--- src/rtl/bfsp_ram.sv ---
// Generic simple dual-port RAM: one write port, one read port.
// Read data is registered. No dependencies.
`default_nettype none

module bfsp_ram #(
	parameter int WIDTH = 32,
	parameter int DEPTH = 64,
	localparam int AW = (DEPTH > 1) ? $clog2(DEPTH) : 1
) (
	input  wire logic             clk,
	input  wire logic             we,
	input  wire logic [AW-1:0]    waddr,
	input  wire logic [WIDTH-1:0] wdata,
	input  wire logic [AW-1:0]    raddr,
	output logic      [WIDTH-1:0] rdata
);

	logic [WIDTH-1:0] mem [DEPTH];

	// Write port and registered read port.
	always_ff @(posedge clk) begin
		if (we) begin
			mem[waddr] <= wdata;
		end
		rdata <= mem[raddr];
	end

endmodule

`default_nettype wire

--- config.mk ---
export PLATFORM = sky130hd
export DESIGN_NAME = bfsp_ram
export DESIGN_NICKNAME = d
export VERILOG_FILES = /design/src/rtl/bfsp_ram.sv
export SDC_FILE = /design/constraint.sdc
export NUM_CORES = 2
export LEC_CHECK = 0
export BUFFER_PORTS_ARGS = -buffer_cell sky130_fd_sc_hd__buf_4
export CAP_MARGIN = 30
export CORE_ASPECT_RATIO = 0.9
export CORE_MARGIN = 3
export CORE_UTILIZATION = 55
export DETAILED_ROUTE_END_ITERATION = 12
export GPL_ROUTABILITY_DRIVEN = 1
export HOLD_SLACK_MARGIN = 0.1
export PLACE_DENSITY = 0.69
export SYNTH_ARGS = -nofsm -noshare
export SYNTH_HDL_FRONTEND = slang
export SYNTH_SLANG_ARGS = --single-unit
--- constraint.sdc ---
create_clock -name clk -period 5.1 [get_ports clk]
set_clock_uncertainty 0.05 [all_clocks]
set_input_delay 1.02 -clock clk [delete_from_list [all_inputs] [get_ports clk]]
set_output_delay 1.02 -clock clk [all_outputs]
set_load 0.01 [all_outputs]
==> flow_summary.json <==
{
  "relSlewSlack": 0.321,
  "worstSetupStartpointType": "input port",
  "critPathMostFrequentCell": "sky130_fd_sc_hd__mux4_2",
  "grt-ovfl-total": 0,
  "worst_ep_arrival_time_ns": 3.90,
  "synthesized_netlist_net_count": 3370,
  "yosysWarnings": 0,
  "slew_violations": 0,
  "crit_path_cell_trace": "buf_8 > buf_4 > mux4_2 > mux4_2 > o22ai_1 > nor2_1",
  "drive_gt1_frac": 0.296,
  "average_instance_area_after_synthesis_um2": 23.6,
  "timing.final.crit_share": 0.646,
  "cts_hold_repair.buffers": 0,
  "avgRoutedWirePerCell_um": 33.6,
  "global_route.usage.total": 0.257,
  "post_layout_minimum_cycle_time_ns": 3.29,
  "core_um2": 141000,
  "synth_top_area_cells": "sky130_fd_sc_hd__edfxtp_1 78%, sky130_fd_sc_hd__mux4_2 16%, sky130_fd_sc_hd__mux2i_1 1.2%, sky130_fd_sc_hd__dfxtp_1 0.82%, sky130_fd_sc_hd__o22ai_1 0.67%",
  "vias_per_cell": 6.63,
  "timing.setup.tns_ns": 0,
  "endpoint_kind": "flip-flop",
  "path_delay_family": "buffers and inverters",
  "globalplace.congestion": 0.818,
  "drt_iter0_drc": 4698,
  "max_stage_delay_ns": 0.66,
  "max_cap_viol_count": 0,
  "cts_repair_resizes": 0,
  "ant_nets": 0,
  "cts_made_buffers": 191,
  "critical_path_buf_inv_count": 2,
  "area_growth_syn_to_layout_pct": 12.8,
  "finalWirelength_um": 187000,
  "floorplan.die_area_um2": 147000,
  "tritoncts_num_sinks": 2080,
  "dieWidth_um": 404,
  "power_per_cell_area_nw_per_um2": 392,
  "origin_of_the_worst_setup_path": "raddr[1]",
  "synth_top_flop_cell": "sky130_fd_sc_hd__edfxtp_1",
  "antenna_found_initial": 9,
  "setup.worst_path.end": "rdata[10]$_DFF_P_",
  "clockBufferDepth": 3,
  "multi_input_comb_area_um2": 16000,
  "y_dimension_of_the_die_um": 364,
  "fmax_mhz": 304,
  "worstPathRequired_ns": 5.70,
  "root_buffer_cell": "sky130_fd_sc_hd__clkbuf_16",
  "total_number_of_nets_in_the_final_design": 3587,
  "place.port_buffers": 77,
  "worst_pin_slew_ns": 1.02,
  "netlist_cell_types": 34,
  "final_cell_area_um2": 88500,
  "number_of_levels_in_the_clock_h_tree": 4,
  "p_leak_nw": 27.6,
  "outcome": "complete, no violations",
  "crit-reg2reg-capture": "rdata[10]$_DFF_P_",
  "tritoncts_clock_tree": "built",
  "post_dp_cell_area_um2": 82400,
  "hp-class": "input port to flip-flop",
  "postcts_setup_bufs": 0,
  "ff2ff_setup_slack_ns": 2.86,
  "vdd_drop_max_mv": 0.372,
  "via_count": 36835,
  "drc": 0,
  "synth_top_cell_by_area": "sky130_fd_sc_hd__edfxtp_1",
  "detailed_routing_iterations_pass_1": 5,
  "ys_async_sr_fraction": 0,
  "design.portCount": 78,
  "ys_top_cells_by_count": "2048 x sky130_fd_sc_hd__edfxtp_1, 544 x sky130_fd_sc_hd__mux4_2, 137 x sky130_fd_sc_hd__nor2_1, 93 x sky130_fd_sc_hd__mux2i_1, 84 x sky130_fd_sc_hd__o22ai_1",
  "synth-edff-count": 2048,
  "grt_first_pass_wirelength_um": 269000,
  "synth_top_area_share": 0.783,
  "cp.depth": 6,
  "dpl.hpwl_um": 106000,
  "timing.critical_path.slowest_stage_cell": "sky130_fd_sc_hd__buf_4",
  "r2r-start": "mem[10][10]$_DFFE_PP_",
  "yosys_register_bits": 2080,
  "start_util": 0.558,
  "rows": 130,
  "rsz0062_at_grt": "false",
  "finalHoldViolCount": 0,
  "yosysSeqAreaShare": 0.791,
  "n_fill_cell": 9022,
  "grt_start_max_net_pins": 82,
  "final-setup-viol-count": 0,
  "worst_skew_late_latency_ns": 0.82,
  "yosysMostFrequentCell": "sky130_fd_sc_hd__edfxtp_1",
  "grt_pass1_vias": 37383,
  "worst_setup_hold_path_clk_slew_ns": 0.06,
  "critPathMaxFanout": 74,
  "r2r_cells": 4,
  "netlist_instances": 3324,
  "regArea_um2": 62100,
  "crit_type": "input port to flip-flop",
  "synth.cell_area_um2": 78500
}
## report_power, final
part	total [W]	switching, W	internal (W)
sequential	0.0190	0.0000954	0.0189
combinational	0.00167	0.00101	0.000660
clock	0.0140	0.00599	0.00799
## layout by cell type (no fill, tap or decap), types with 26 or more instances in the layout
cell type / instances
sky130_fd_sc_hd__edfxtp_1: 2048
sky130_fd_sc_hd__mux4_2: 544
sky130_fd_sc_hd__clkbuf_16: 200
sky130_fd_sc_hd__buf_4: 174
sky130_fd_sc_hd__mux2i_1: 93
sky130_fd_sc_hd__o22ai_1: 84
sky130_fd_sc_hd__nor2_1: 75
sky130_fd_sc_hd__a21oi_1: 62
sky130_fd_sc_hd__nor2_4: 62
sky130_fd_sc_hd__clkbuf_1: 47
sky130_fd_sc_hd__clkinv_2: 38
sky130_fd_sc_hd__dfxtp_1: 32
sky130_fd_sc_hd__clkinv_1: 29
sky130_fd_sc_hd__o221ai_1: 27
sky130_fd_sc_hd__nand2_1: 26
## sequential cells by signal, summed over array words and instances (netlist names)
| signal | cells |
|---|---|
| mem | 2048 |
| rdata | 32 |
## how the worst min path moves through the flow
stage,from,cells past startpoint,to
global placement,mem[28][8]$_DFFE_PP_,4,rdata[8]$_DFF_P_
CTS,wdata[11],1,mem[48][11]$_DFFE_PP_
global route,wdata[11],1,mem[48][11]$_DFFE_PP_
finish,wdata[11],1,mem[55][11]$_DFFE_PP_
floorplan,mem[12][17]$_DFFE_PP_,4,rdata[17]$_DFF_P_
detailed placement,mem[28][8]$_DFFE_PP_,4,rdata[8]$_DFF_P_
## kinds of logic after synthesis
| group | Yosys count | synth area share |
|---|---|---|
| muxes | 637 | 0.168 |
| and+or+nand+nor | 223 | 0.0127 |
| DFF | 2080 | 0.791 |
| buffers and inverters | 182 | 0.0113 |
| AOI/OAI and AO/OA | 202 | 0.0167 |
## final cells by class
class | instances | area share
tap | 1848 | 0.0261
antenna | 4 | 0.000113
clock inverter | 89 | 0.00821
clock buffer | 266 | 0.0615
multi-input combinational | 1062 | 0.180
timing repair buffer | 206 | 0.0219
sequential | 2080 | 0.702
## metrics by stage
step,instances,utilization,power (W),hold WS [ns],worst slack (ns)
2_1_floorplan,3324,-,0.0203,0.613,0.870
3_3_place_gp,5191,0.585,0.0210,0.689,1.01
3_5_place_dp,5196,0.585,0.0211,0.687,0.970
4_1_cts,5551,0.629,0.0349,0.633,1.83
5_1_grt,5551,0.629,0.0356,0.696,1.74
6_report,5555,0.629,0.0347,0.679,1.81
## layer usage
metal | routed length [um] | share of wire | up-vias | global-route usage
li1 | - | - | 14704 | -
met1 | 75200 | 0.40 | 19961 | 0.382
met2 | 89500 | 0.48 | 1922 | 0.399
met3 | 18200 | 0.097 | 240 | 0.0527
met4 | 3900 | 0.021 | 8 | 0.0671
met5 | 46 | 0.00025 | - | 0
(Power assumes the default switching activity.)
